[src/sv/rtsc_pkg.sv]
package rtsc_pkg;

    // converter and arithmetic sizing
    localparam int ADC_W     = 12;
    localparam int ADC_BITS  = 12;
    localparam int DROP_BITS = 4;
    localparam int CFG_W     = 8;
    localparam int VAL_W     = ADC_W - DROP_BITS;
    localparam int D_W       = (VAL_W > CFG_W) ? VAL_W : CFG_W;
    localparam int PROD_W    = D_W + CFG_W;
    localparam int CNT_W     = $clog2(PROD_W);
    localparam logic [ADC_W-1:0] ADC_MASK = ADC_W'((64'd1 << ADC_BITS) - 64'd1);

    // configuration port
    localparam int PADDR_W = 5;
    localparam int PDATA_W = 32;
    localparam int IDX_W   = 3;

    localparam logic [IDX_W-1:0] REG_SETTLE_TICKS = 3'd0;
    localparam logic [IDX_W-1:0] REG_X_FLOOR      = 3'd1;
    localparam logic [IDX_W-1:0] REG_X_CEILING    = 3'd2;
    localparam logic [IDX_W-1:0] REG_Y_FLOOR      = 3'd3;
    localparam logic [IDX_W-1:0] REG_Y_CEILING    = 3'd4;
    localparam logic [IDX_W-1:0] REG_X_SPAN       = 3'd5;
    localparam logic [IDX_W-1:0] REG_Y_SPAN       = 3'd6;

    localparam logic [CFG_W-1:0] RST_SETTLE_TICKS = 8'd5;
    localparam logic [CFG_W-1:0] RST_X_FLOOR      = 8'd0;
    localparam logic [CFG_W-1:0] RST_X_CEILING    = 8'd255;
    localparam logic [CFG_W-1:0] RST_Y_FLOOR      = 8'd0;
    localparam logic [CFG_W-1:0] RST_Y_CEILING    = 8'd255;
    localparam logic [CFG_W-1:0] RST_X_SPAN       = 8'd155;
    localparam logic [CFG_W-1:0] RST_Y_SPAN       = 8'd105;

    // pin drive patterns: bit0 left, bit1 right, bit2 top, bit3 bottom
    localparam logic [3:0] DIR_DISCHARGE = 4'hF;
    localparam logic [3:0] LVL_DISCHARGE = 4'h0;
    localparam logic [3:0] DIR_X_DRIVE   = 4'h3;
    localparam logic [3:0] LVL_X_DRIVE   = 4'h2;
    localparam logic [3:0] DIR_Y_DRIVE   = 4'hC;
    localparam logic [3:0] LVL_Y_DRIVE   = 4'h8;

    localparam logic [1:0] REQ_NONE = 2'd0;
    localparam logic [1:0] REQ_X    = 2'd1;
    localparam logic [1:0] REQ_Y    = 2'd2;

    localparam logic MODE_TICK = 1'b0;

    typedef enum logic [2:0] {
        PH_DISCHARGE = 3'd0,
        PH_XSETTLE   = 3'd1,
        PH_XCAPTURE  = 3'd2,
        PH_YSETTLE   = 3'd3,
        PH_YCAPTURE  = 3'd4,
        PH_READY     = 3'd5
    } t_phase;

    typedef enum logic [2:0] {
        ST_IDLE,
        ST_MUL,
        ST_DIV,
        ST_WB,
        ST_EMIT
    } t_state;

    typedef struct packed {
        logic             mode;
        logic [ADC_W-1:0] adc_value;
    } t_in_item;

    typedef struct packed {
        logic [3:0] pin_direction;
        logic [3:0] pin_level;
        logic [1:0] adc_request;
        logic [2:0] phase;
        logic       coord_valid;
        logic [7:0] x_pos;
        logic [7:0] y_pos;
        logic       cal_error;
    } t_out_item;

    typedef struct packed {
        logic [CFG_W-1:0] settle_ticks;
        logic [CFG_W-1:0] x_floor;
        logic [CFG_W-1:0] x_ceiling;
        logic [CFG_W-1:0] y_floor;
        logic [CFG_W-1:0] y_ceiling;
        logic [CFG_W-1:0] x_span;
        logic [CFG_W-1:0] y_span;
    } t_cfg;

    typedef struct packed {
        logic accept;
        logic mul;
        logic div_step;
        logic write_coord;
        logic emit;
    } t_cmd;

    typedef struct packed {
        logic calc_needed;
        logic div_last;
        logic out_free;
    } t_status;

endpackage

[src/sv/rtsc_ctrl.sv]
module rtsc_ctrl (
    input  logic             i_clk,
    input  logic             i_rst_n,
    input  logic             i_in_valid,
    input  rtsc_pkg::t_status i_status,
    output logic             o_in_ready,
    output rtsc_pkg::t_cmd   o_cmd
);

    rtsc_pkg::t_state r_state;
    rtsc_pkg::t_state n_state;

    always_ff @(posedge i_clk) begin
        if (!i_rst_n) begin
            r_state <= rtsc_pkg::ST_IDLE;
        end else begin
            r_state <= n_state;
        end
    end

    always_comb begin
        n_state    = r_state;
        o_in_ready = 1'b0;
        o_cmd      = '0;
        case (r_state)
            rtsc_pkg::ST_IDLE: begin
                o_in_ready = 1'b1;
                if (i_in_valid) begin
                    o_cmd.accept = 1'b1;
                    n_state = i_status.calc_needed ? rtsc_pkg::ST_MUL : rtsc_pkg::ST_EMIT;
                end
            end
            rtsc_pkg::ST_MUL: begin
                o_cmd.mul = 1'b1;
                n_state = rtsc_pkg::ST_DIV;
            end
            rtsc_pkg::ST_DIV: begin
                o_cmd.div_step = 1'b1;
                if (i_status.div_last) begin
                    n_state = rtsc_pkg::ST_WB;
                end
            end
            rtsc_pkg::ST_WB: begin
                o_cmd.write_coord = 1'b1;
                n_state = rtsc_pkg::ST_EMIT;
            end
            rtsc_pkg::ST_EMIT: begin
                if (i_status.out_free) begin
                    o_cmd.emit = 1'b1;
                    n_state = rtsc_pkg::ST_IDLE;
                end
            end
            default: begin
                n_state = rtsc_pkg::ST_IDLE;
            end
        endcase
    end

endmodule

[src/sv/rtsc_dp.sv]
module rtsc_dp (
    input  logic                i_clk,
    input  logic                i_rst_n,
    input  rtsc_pkg::t_cfg      i_cfg,
    input  rtsc_pkg::t_in_item  i_in_item,
    input  rtsc_pkg::t_cmd      i_cmd,
    output rtsc_pkg::t_status   o_status,
    output logic                o_out_valid,
    input  logic                i_out_ready,
    output rtsc_pkg::t_out_item o_out_item
);

    // scan state
    rtsc_pkg::t_phase r_phase;
    rtsc_pkg::t_phase n_phase;
    logic [rtsc_pkg::CFG_W-1:0] r_settle;
    logic [rtsc_pkg::CFG_W-1:0] n_settle;
    logic [7:0] r_x;
    logic [7:0] n_x;
    logic [7:0] r_y;
    logic [7:0] n_y;
    logic r_err;
    logic n_err;

    // calibration operands and serial divider
    logic                        r_axis_y;
    logic [rtsc_pkg::D_W-1:0]    r_d;
    logic [rtsc_pkg::CFG_W-1:0]  r_span;
    logic [rtsc_pkg::CFG_W-1:0]  r_hi;
    logic [rtsc_pkg::PROD_W-1:0] r_quo;
    logic [rtsc_pkg::CFG_W-1:0]  r_rem;
    logic [rtsc_pkg::CNT_W-1:0]  r_cnt;

    rtsc_pkg::t_out_item r_out;
    rtsc_pkg::t_out_item n_out;
    logic                r_out_valid;

    logic [rtsc_pkg::ADC_W-1:0] masked;
    logic [rtsc_pkg::D_W-1:0]   v_ext;
    logic [rtsc_pkg::D_W-1:0]   floor_ext;
    logic [rtsc_pkg::D_W-1:0]   d_val;
    logic                       sel_y;
    logic                       is_tick;
    logic [rtsc_pkg::CFG_W:0]   rem_sh;
    logic                       rem_ge;
    logic [rtsc_pkg::CFG_W-1:0] coord_sat;
    logic                       out_free;

    assign is_tick = (i_in_item.mode == rtsc_pkg::MODE_TICK);
    assign sel_y   = (r_phase == rtsc_pkg::PH_YCAPTURE);

    // reduce the converter result to its upper bits and remove the floor
    always_comb begin
        masked    = i_in_item.adc_value & rtsc_pkg::ADC_MASK;
        v_ext     = rtsc_pkg::D_W'(masked >> rtsc_pkg::DROP_BITS);
        floor_ext = rtsc_pkg::D_W'(sel_y ? i_cfg.y_floor : i_cfg.x_floor);
        d_val     = (v_ext > floor_ext) ? (v_ext - floor_ext) : '0;
    end

    assign o_status.calc_needed = !is_tick && (r_settle == '0) &&
        ((r_phase == rtsc_pkg::PH_XCAPTURE && i_cfg.x_ceiling != '0) ||
         (r_phase == rtsc_pkg::PH_YCAPTURE && i_cfg.y_ceiling != '0));
    assign o_status.div_last = (r_cnt == rtsc_pkg::CNT_W'(rtsc_pkg::PROD_W - 1));
    assign out_free          = !r_out_valid || i_out_ready;
    assign o_status.out_free = out_free;

    // restoring division, one quotient bit a cycle
    always_comb begin
        rem_sh = {r_rem, r_quo[rtsc_pkg::PROD_W-1]};
        rem_ge = (rem_sh >= {1'b0, r_hi});
    end

    assign coord_sat = (r_quo > rtsc_pkg::PROD_W'(r_span)) ? r_span :
                       r_quo[rtsc_pkg::CFG_W-1:0];

    always_comb begin
        n_phase  = r_phase;
        n_settle = r_settle;
        n_x      = r_x;
        n_y      = r_y;
        n_err    = r_err;
        if (i_cmd.accept) begin
            if (is_tick) begin
                case (r_phase)
                    rtsc_pkg::PH_DISCHARGE: begin
                        n_err    = 1'b0;
                        n_settle = i_cfg.settle_ticks;
                        n_phase  = rtsc_pkg::PH_XSETTLE;
                    end
                    rtsc_pkg::PH_XSETTLE: begin
                        if (r_settle > 8'd1) begin
                            n_settle = r_settle - 8'd1;
                        end else begin
                            n_settle = i_cfg.settle_ticks;
                            n_phase  = rtsc_pkg::PH_XCAPTURE;
                        end
                    end
                    rtsc_pkg::PH_YSETTLE: begin
                        if (r_settle > 8'd1) begin
                            n_settle = r_settle - 8'd1;
                        end else begin
                            n_settle = i_cfg.settle_ticks;
                            n_phase  = rtsc_pkg::PH_YCAPTURE;
                        end
                    end
                    rtsc_pkg::PH_XCAPTURE, rtsc_pkg::PH_YCAPTURE: begin
                        // count down to zero, then the request goes up
                        if (r_settle != '0) begin
                            n_settle = r_settle - 8'd1;
                        end
                    end
                    default: begin
                        n_phase = rtsc_pkg::PH_DISCHARGE;
                    end
                endcase
            end else if (r_settle == '0) begin
                if (r_phase == rtsc_pkg::PH_XCAPTURE) begin
                    n_settle = i_cfg.settle_ticks;
                    n_phase  = rtsc_pkg::PH_YSETTLE;
                    if (i_cfg.x_ceiling == '0) begin
                        n_x   = '0;
                        n_err = 1'b1;
                    end
                end else if (r_phase == rtsc_pkg::PH_YCAPTURE) begin
                    n_settle = '0;
                    n_phase  = rtsc_pkg::PH_READY;
                    if (i_cfg.y_ceiling == '0) begin
                        n_y   = '0;
                        n_err = 1'b1;
                    end
                end
            end
        end else if (i_cmd.write_coord) begin
            if (r_axis_y) begin
                n_y = coord_sat;
            end else begin
                n_x = coord_sat;
            end
        end
    end

    // output transaction built from the state after the item
    always_comb begin
        n_out.pin_direction = rtsc_pkg::DIR_DISCHARGE;
        n_out.pin_level     = rtsc_pkg::LVL_DISCHARGE;
        n_out.adc_request   = rtsc_pkg::REQ_NONE;
        if (r_phase == rtsc_pkg::PH_XCAPTURE) begin
            n_out.pin_direction = rtsc_pkg::DIR_X_DRIVE;
            n_out.pin_level     = rtsc_pkg::LVL_X_DRIVE;
            if (r_settle == '0) begin
                n_out.adc_request = rtsc_pkg::REQ_X;
            end
        end else if (r_phase == rtsc_pkg::PH_YCAPTURE) begin
            n_out.pin_direction = rtsc_pkg::DIR_Y_DRIVE;
            n_out.pin_level     = rtsc_pkg::LVL_Y_DRIVE;
            if (r_settle == '0) begin
                n_out.adc_request = rtsc_pkg::REQ_Y;
            end
        end
        n_out.phase       = r_phase;
        n_out.coord_valid = (r_phase == rtsc_pkg::PH_READY);
        n_out.x_pos       = r_x;
        n_out.y_pos       = r_y;
        n_out.cal_error   = r_err;
    end

    always_ff @(posedge i_clk) begin
        if (!i_rst_n) begin
            r_phase     <= rtsc_pkg::PH_DISCHARGE;
            r_settle    <= '0;
            r_x         <= '0;
            r_y         <= '0;
            r_err       <= 1'b0;
            r_out_valid <= 1'b0;
        end else begin
            r_phase  <= n_phase;
            r_settle <= n_settle;
            r_x      <= n_x;
            r_y      <= n_y;
            r_err    <= n_err;
            if (i_cmd.emit) begin
                r_out_valid <= 1'b1;
            end else if (i_out_ready) begin
                r_out_valid <= 1'b0;
            end
        end
    end

    always_ff @(posedge i_clk) begin
        if (i_cmd.accept) begin
            r_axis_y <= sel_y;
            r_d      <= d_val;
            r_span   <= sel_y ? i_cfg.y_span : i_cfg.x_span;
            r_hi     <= sel_y ? i_cfg.y_ceiling : i_cfg.x_ceiling;
        end
        if (i_cmd.mul) begin
            r_quo <= rtsc_pkg::PROD_W'(r_d) * rtsc_pkg::PROD_W'(r_span);
            r_rem <= '0;
            r_cnt <= '0;
        end else if (i_cmd.div_step) begin
            r_quo <= {r_quo[rtsc_pkg::PROD_W-2:0], rem_ge};
            r_rem <= rem_ge ? rtsc_pkg::CFG_W'(rem_sh - {1'b0, r_hi}) :
                              rem_sh[rtsc_pkg::CFG_W-1:0];
            r_cnt <= r_cnt + rtsc_pkg::CNT_W'(1);
        end
        if (i_cmd.emit) begin
            r_out <= n_out;
        end
    end

    assign o_out_valid = r_out_valid;
    assign o_out_item  = r_out;

endmodule

[src/sv/resistive_touch_scan_calibrate.sv]
// four-wire resistive touch scanner with calibrated X/Y output
// input channel (i_in_valid/o_in_ready/i_in_item): mode 0 is one timer tick,
// mode 1 is a converter result; every accepted item yields exactly one
// output transaction on o_out_valid/i_out_ready/o_out_item
// the output shows pin drive, converter request, scan phase and the held
// coordinates after the item has been applied
// a tick, an ignored converter result or a capture with a zero ceiling goes
// straight to the emit state; any other captured result first passes one
// multiply, 16 steps of the serial divider (one quotient bit a cycle) and a
// write-back; the emit loads the output register and raises o_out_valid
// one item is in flight at a time; the next item is accepted as soon as the
// previous result sits in the output register, even if not yet taken
// if the receiver stalls, the output register holds and the block waits in
// its emit state; nothing is dropped
// the APB port writes the seven calibration registers at 4*index; pready is
// always high; write only while no item is in flight
// reset (i_rst_n low, synchronous) returns to the discharge phase with zero
// coordinates and loads the default calibration values
module resistive_touch_scan_calibrate (
    input  logic                             i_clk,
    input  logic                             i_rst_n,
    input  logic                             i_in_valid,
    output logic                             o_in_ready,
    input  rtsc_pkg::t_in_item               i_in_item,
    output logic                             o_out_valid,
    input  logic                             i_out_ready,
    output rtsc_pkg::t_out_item              o_out_item,
    input  logic                             psel,
    input  logic                             penable,
    input  logic                             pwrite,
    input  logic [rtsc_pkg::PADDR_W-1:0]     paddr,
    input  logic [rtsc_pkg::PDATA_W-1:0]     pwdata,
    output logic [rtsc_pkg::PDATA_W-1:0]     prdata,
    output logic                             pready
);

    rtsc_pkg::t_cfg    r_cfg;
    rtsc_pkg::t_cmd    cmd;
    rtsc_pkg::t_status status;
    logic [rtsc_pkg::IDX_W-1:0] reg_idx;
    logic [rtsc_pkg::CFG_W-1:0] wdata;
    logic                       wr_en;

    assign pready  = 1'b1;
    assign reg_idx = paddr[rtsc_pkg::PADDR_W-1:2];
    assign wdata   = pwdata[rtsc_pkg::CFG_W-1:0];
    assign wr_en   = psel && penable && pwrite;

    always_ff @(posedge i_clk) begin
        if (!i_rst_n) begin
            r_cfg.settle_ticks <= rtsc_pkg::RST_SETTLE_TICKS;
            r_cfg.x_floor      <= rtsc_pkg::RST_X_FLOOR;
            r_cfg.x_ceiling    <= rtsc_pkg::RST_X_CEILING;
            r_cfg.y_floor      <= rtsc_pkg::RST_Y_FLOOR;
            r_cfg.y_ceiling    <= rtsc_pkg::RST_Y_CEILING;
            r_cfg.x_span       <= rtsc_pkg::RST_X_SPAN;
            r_cfg.y_span       <= rtsc_pkg::RST_Y_SPAN;
        end else if (wr_en) begin
            case (reg_idx)
                rtsc_pkg::REG_SETTLE_TICKS: r_cfg.settle_ticks <= wdata;
                rtsc_pkg::REG_X_FLOOR:      r_cfg.x_floor      <= wdata;
                rtsc_pkg::REG_X_CEILING:    r_cfg.x_ceiling    <= wdata;
                rtsc_pkg::REG_Y_FLOOR:      r_cfg.y_floor      <= wdata;
                rtsc_pkg::REG_Y_CEILING:    r_cfg.y_ceiling    <= wdata;
                rtsc_pkg::REG_X_SPAN:       r_cfg.x_span       <= wdata;
                rtsc_pkg::REG_Y_SPAN:       r_cfg.y_span       <= wdata;
                default: begin
                end
            endcase
        end
    end

    always_comb begin
        case (reg_idx)
            rtsc_pkg::REG_SETTLE_TICKS: prdata = rtsc_pkg::PDATA_W'(r_cfg.settle_ticks);
            rtsc_pkg::REG_X_FLOOR:      prdata = rtsc_pkg::PDATA_W'(r_cfg.x_floor);
            rtsc_pkg::REG_X_CEILING:    prdata = rtsc_pkg::PDATA_W'(r_cfg.x_ceiling);
            rtsc_pkg::REG_Y_FLOOR:      prdata = rtsc_pkg::PDATA_W'(r_cfg.y_floor);
            rtsc_pkg::REG_Y_CEILING:    prdata = rtsc_pkg::PDATA_W'(r_cfg.y_ceiling);
            rtsc_pkg::REG_X_SPAN:       prdata = rtsc_pkg::PDATA_W'(r_cfg.x_span);
            rtsc_pkg::REG_Y_SPAN:       prdata = rtsc_pkg::PDATA_W'(r_cfg.y_span);
            default:                    prdata = '0;
        endcase
    end

    rtsc_ctrl u_ctrl (
        .i_clk      (i_clk),
        .i_rst_n    (i_rst_n),
        .i_in_valid (i_in_valid),
        .i_status   (status),
        .o_in_ready (o_in_ready),
        .o_cmd      (cmd)
    );

    rtsc_dp u_dp (
        .i_clk       (i_clk),
        .i_rst_n     (i_rst_n),
        .i_cfg       (r_cfg),
        .i_in_item   (i_in_item),
        .i_cmd       (cmd),
        .o_status    (status),
        .o_out_valid (o_out_valid),
        .i_out_ready (i_out_ready),
        .o_out_item  (o_out_item)
    );

endmodule

[config.mk]
export PLATFORM = sky130hd
export DESIGN_NAME = resistive_touch_scan_calibrate
export DESIGN_NICKNAME = d
export VERILOG_FILES = /design/src/sv/rtsc_pkg.sv /design/src/sv/rtsc_ctrl.sv /design/src/sv/rtsc_dp.sv /design/src/sv/resistive_touch_scan_calibrate.sv
export SDC_FILE = /design/constraint.sdc
export NUM_CORES = 1
export LEC_CHECK = 0
export BUFFER_PORTS_ARGS = -buffer_cell sky130_fd_sc_hd__buf_2
export CAP_MARGIN = 30
export CORE_UTILIZATION = 60
export CTS_CLUSTER_DIAMETER = 100
export DETAILED_ROUTE_END_ITERATION = 8
export PLACE_DENSITY_LB_ADDON = 0.3
export SLEW_MARGIN = 20
export SYNTH_ARGS = -nofsm -noshare
export SYNTH_HDL_FRONTEND = slang
export SYNTH_SLANG_ARGS = --single-unit
[constraint.sdc]
create_clock -name i_clk -period 14.1 [get_ports i_clk]
set_clock_uncertainty 0.05 [all_clocks]
set_input_delay 0.705 -clock i_clk [delete_from_list [all_inputs] [get_ports i_clk]]
set_output_delay 0.705 -clock i_clk [all_outputs]
set_load 0.03 [all_outputs]
; ---- Word level (Yosys, flattened, before mapping)
; Index checks and enable logic that the tools add are counted.
[word_totals]
register_bits = 171
input_bits = 57
output_inout_bits = 66
word_cells = 175
[op_classes]
n_addsub = 4
multipliers = 1
n_lt_le_gt_ge = 4
eq_ne = 35
n_mux = 63
reduce_logical = 39
[op_table]
columns = cell, count
row1 = $mux 8, 27
row2 = $pmux 8 s7, 1
row3 = $mux 16, 2
row4 = $mux 3, 10
row5 = $logic_not 8->1, 3
row6 = $pmux 8 s3, 1
row7 = $reduce_bool 8->1, 3
row8 = $eq 3x2->1 const B, 6
row9 = $eq 3x3->1 const B, 6
row10 = $mux 1, 18
row11 = $reduce_and 6->1, 3
row12 = $gt 16x8->1, 1
row13 = $mul 8x8->16, 1
row14 = $sub 8x8->8, 2
row15 = $pmux 3 s5, 1
row16 = $ne 2x1->1 const B, 7
row17 = $reduce_and 2->1, 7
row18 = $ne 2x2->1 const B, 6
row19 = $pmux 3 s4, 1
row20 = $reduce_bool 2->1, 5
row21 = $eq 3x1->1 const B, 3
row22 = $ge 9x8->1, 1
row23 = $logic_not 3->1, 3
row24 = $ne 3x3->1 const B, 3
row25 = other kinds (16), 25

; ---- Logic depth before layout (Yosys ltp)
[logic_depth]
word_depth = 7
ltp_mapped = 17
ltp_nobuf = 16

; ---- Cells and area by module
; A second synthesis with hierarchy kept.
[hier_totals]
cells_unflattened = 1133
area_unflattened_um2 = 10856.7
[by_module_without_submodules]
columns = mod, instances, cells_per_inst, area_each_um2, seq_area_each_um2
row1 = rtsc_dp, 1, 799, 7754.9, 2862.7
row2 = resistive_touch_scan_calibrate, 1, 306, 2865.2, 1121.1
row3 = rtsc_ctrl, 1, 28, 236.5, 60.1

; ---- Worst setup path before layout
; Ideal clock, no wire load.
[synth_path]
kind = flip-flop to flip-flop
startpoint = register u_dp.r_span[7] (netlist bit)
endpoint = register u_dp.r_quo[15] (netlist bit), data pin
t_arrival_ns = 4.157
path_slack_ns = 9.629
path_stages_with_launch = 16
n_path_buf = 1
synth_period_minus_slack_ns = 4.471
path_cell_list = edfxtp_1 -> clkbuf_1 -> and2_1 -> fa_1 -> fa_1 -> fa_1 -> inv_1 -> fa_1 -> inv_1 -> ha_1 -> a21o_1 -> nor3_1 -> a21oi_1 -> a311oi_1 -> xnor2_1 -> o21ai_0
[synth_via]
elab_chain_cells = 2
[synth_lines]
columns = item, line
row1 = start: declaration, rtsc_dp.sv:28  ; logic [rtsc_pkg::CFG_W-1:0] r_span;
row2 = start signal: assignment, rtsc_dp.sv:193  ; r_span <= sel_y ? i_cfg.y_span : i_cfg.x_span;
row3 = $mul 8x8->16, rtsc_dp.sv:197  ; r_quo <= rtsc_pkg::PROD_W'(r_d) * rtsc_pkg::PROD_W'(r_span);
row4 = $mux 16, rtsc_dp.sv:196  ; if (i_cmd.mul) begin
row5 = end signal: assignment, rtsc_dp.sv:197
row6 = end signal: assignment, rtsc_dp.sv:201  ; r_quo <= {r_quo[rtsc_pkg::PROD_W-2:0], rem_ge};
row7 = end: declaration, rtsc_dp.sv:30  ; logic [rtsc_pkg::PROD_W-1:0] r_quo;
; Every way passes these cells.
; A chain may end at the register's enable or synchronous reset.

; ---- Worst setup path after layout
; Ends and elaborated chain as after synthesis.

==> reports/results.tsv <==
metric	value	unit
DR WL/cell	16.27	µm
total number of vias	8141	
port bufs	65	
vias in the first global route	7620	
CP most frequent cell	fa_1	
number of synthesized register bits	168	
fin crit period	4.888	ns
Pwr Density	144.0	nW/µm²
Flop pwr share	33.6	%
Post-Syn Area	10700	µm²
depth of the worst register-to-register path	14	
io pins	123	
Setup Viol. Count Final	0	
largest net degree at the start of global routing	46	
initial core utilization	61.62	%
max incr delay on CP	0.58	ns
internal cell power	1.070	mW
Max H-tree Level	4	
mean post-synth cell area	9.448	µm²
CTS tree	built	
crit path max-delay cell type	edfxtp_1	
1st-iter DRT viols	656	
antenna cell count	0	
CP Max Fanout	10	
power share of the clock group	27.6	%
post-synthesis sequential area ratio	37.81	%
Via density	5.753	
Clk Latency, worst-skew pair	0.43	ns
share of Yosys cell area claimed by the top area cell type	19.09	%
mux share of post-synthesis cell area	7.487	%
full die area	18360	µm²
antenna violations before repair	0	
count leader, synth	nand2_1	
switching part of the total	36.29	%
Critical Path Sink Type	register	
Synth Area in Simple Gates	19.78	%
Die W	135.5	µm
Hold-fix buffers, CTS	0	
Root Driver	clkbuf_16	
1st-pass router iterations	5	
Clock Path Buffers	2	
layout cell share with drive strength beyond 1	12.10	%
placed inst area	11030	µm²
Synth area leader	edfxtp_1	
Yosys warnings	0	
Layout Nets	1335	
Leak	5.096	nW
Psw	609.2	µW
Gate power share	38.8	%
DPL Wire Length	16.73	mm
cts bufs inserted	17	
CP Class	register to register	
first-pass GRT wire length	37.47	mm
Hold Crit Class	register to register	
relative slew slack	34.59	%
overall power	1.679	mW
Critical Path AT	4.97	ns
total congestion overflow	0	
number of flops mapped to enable cells by yosys	68	
total track usage	26.28	%
Worst-Margin Slew	0.9775	ns
Adder-Cell Fraction of Synth Area	14.48	%
Max-Cap Viols	0	
Post-synth top cells	180 x nand2_1, 100 x dfxtp_1, 77 x inv_1	
total negative slack	0	ns
Core Box Area	17360	µm²
area delta synth->final	8.996	%
outcome	finished clean	
Fin. Hold Viols	0	
async set or reset register ratio after synthesis	0	%
VDD IR max	0.00009752	V
post-synthesis compound-gate area fraction	11.70	%
Total Wirelength	23.03	mm
height of the chip	135.5	µm
Mapped Cells	1132	
ys flop type	dfxtp_1	
largest family of logic cells by synthesized area	simple AND/OR/NAND/NOR gates	
hold path depth	0	
Routed Antenna Nets	0	
design area	11660	µm²
Fmax achieved	204.6	MHz
Clock Sinks	168	
Setup crit start kind	register	
Clock transition at path regs	0.07	ns
Synth Area in XOR/XNOR	2.047	%
final period utilization	34.66	%
Synth area leaders	edfxtp_1 19%, dfxtp_1 19%, ha_1 7.4%, fa_1 7.1%, nand2_1 6.3%	
Post-CTS Setup Inserts	0	
Residual DRC	0	
gpl congestion	0.9026	
RSZ-0062 raised after global routing	no	
Pins Over Slew Limit	0	
Rows	48	
cts repair resizes	0	
CP Cell Sequence	and2_1 > fa_1 > fa_1 > fa_1 > inv_1 > fa_1 > inv_1 > ha_1 > a21o_1 > nor3_1 > a21oi_1 > a311oi_1 > xnor2_1 > o21ai_0	
Unique masters post-synth	81	
Data required, critical path	14.18	ns
[cells by family (layout without fill, tap and decap cells)]
kind of cell             after synthesis  in the layout
AO/OA/AOI/OAI                        180            180
flip-flops                           168            168
adder cells (fa/ha/maj)              101            101
XOR/XNOR                              25             25
multiplexers                          74             74
AND/OR/NAND/NOR                      432            432
other                                  2             27
buffers and inverters                150            183
[worst max-delay path: cells and delay by family (launching register included)]
family,cells,cell delay [ns]
adders and majority gates,5,2.45
xor gates and xnor gates,1,0.15
buffers and inverters,2,0.11
DFF,1,0.58
and+or+nand+nor,2,0.43
AOI/OAI and AO/OA,4,0.81
[area by class of cell]
type                       count  area [µm²]
clock buffer                  20       457.9
clock inverter                12       128.9
fill                        1378        5699
inverter                      80       300.3
multi-input combinational    839        6037
sequential                   168        4044
tap                          225       281.5
timing repair buffer          71       407.9
[path summary, 6_finish.rpt]
path,to,slack [ns],from
worst min-delay path,u_dp.o_out_item[3]$_DFFE_PP_,0.38,u_dp.r_y[2]$_SDFFE_PN0P_
worst max register to register,u_dp.r_quo[15]$_DFFE_PP_,9.21,u_dp.r_span[7]$_DFFE_PP_
worst min register to register,u_dp.o_out_item[3]$_DFFE_PP_,0.38,u_dp.r_y[2]$_SDFFE_PN0P_
worst max-delay path,u_dp.r_quo[15]$_DFFE_PP_,9.21,u_dp.r_span[7]$_DFFE_PP_
[power by group through the flow]
stage	clock network (mW)	logic, mW	registers, mW
after floorplan	0	0.513	0.578
after global placement	0	0.617	0.574
after detailed placement	0	0.642	0.575
after CTS	0.470	0.649	0.564
after global routing	0.491	0.740	0.568
final	0.464	0.651	0.564
[per-layer routing]
| metal | global-route usage, % | wire (µm) | up-vias |
|---|---|---|---|
| met1 | 35.33 | 10470 | 3873 |
| li1 | - | - | 3965 |
| met2 | 42.88 | 10970 | 260 |
| met4 | 9.488 | 461 | 0 |
| met3 | 4.190 | 1123 | 43 |
| met5 | 0 | 0 | - |
[per-stage QoR]
step	util [%]	setup slack (ns)	cells	hold slack (ns)
floorplan	-	9.629	1157	0.3581
global placement	63.39	9.281	1379	0.3654
global route	67.16	8.978	1415	0.3950
CTS	66.93	9.216	1412	0.3823
finish	67.16	9.212	1415	0.3812
detailed placement	63.55	9.228	1380	0.3653
[cell usage in the layout, fill, tap and decap left out, drive strengths merged, types with 6 or more instances in the layout]
master,n
nand2,180
dfxtp,100
inv,86
nor2,76
buf,70
edfxtp,68
ha,63
mux2i,62
and2,54
o21ai,54
a21oi,39
fa,38
nand3,27
conb,27
clkbuf,21
nor3,18
nor2b,17
nand2b,14
xor2,14
xnor2,11
o2bb2ai,9
mux2,8
a31oi,8
nor4,8
o21a,7
a21o,7
a22oi,6
[flip-flops by register name (all words and copies together), names as in the netlist]
signal,count
u_dp.r_cnt,4
u_dp.r_quo,16
u_dp.r_d,8
u_dp.o_out_item,27
r_cfg,56
u_ctrl.r_state,3
u_dp.r_span,8
u_dp.r_phase,3
u_dp.r_err,1
u_dp.r_settle,8
u_dp.r_rem,8
u_dp.r_y,8
u_dp.r_axis_y,1
u_dp.o_out_valid,1
u_dp.r_hi,8
u_dp.r_x,8
Power figures use the tool's default switching activity.
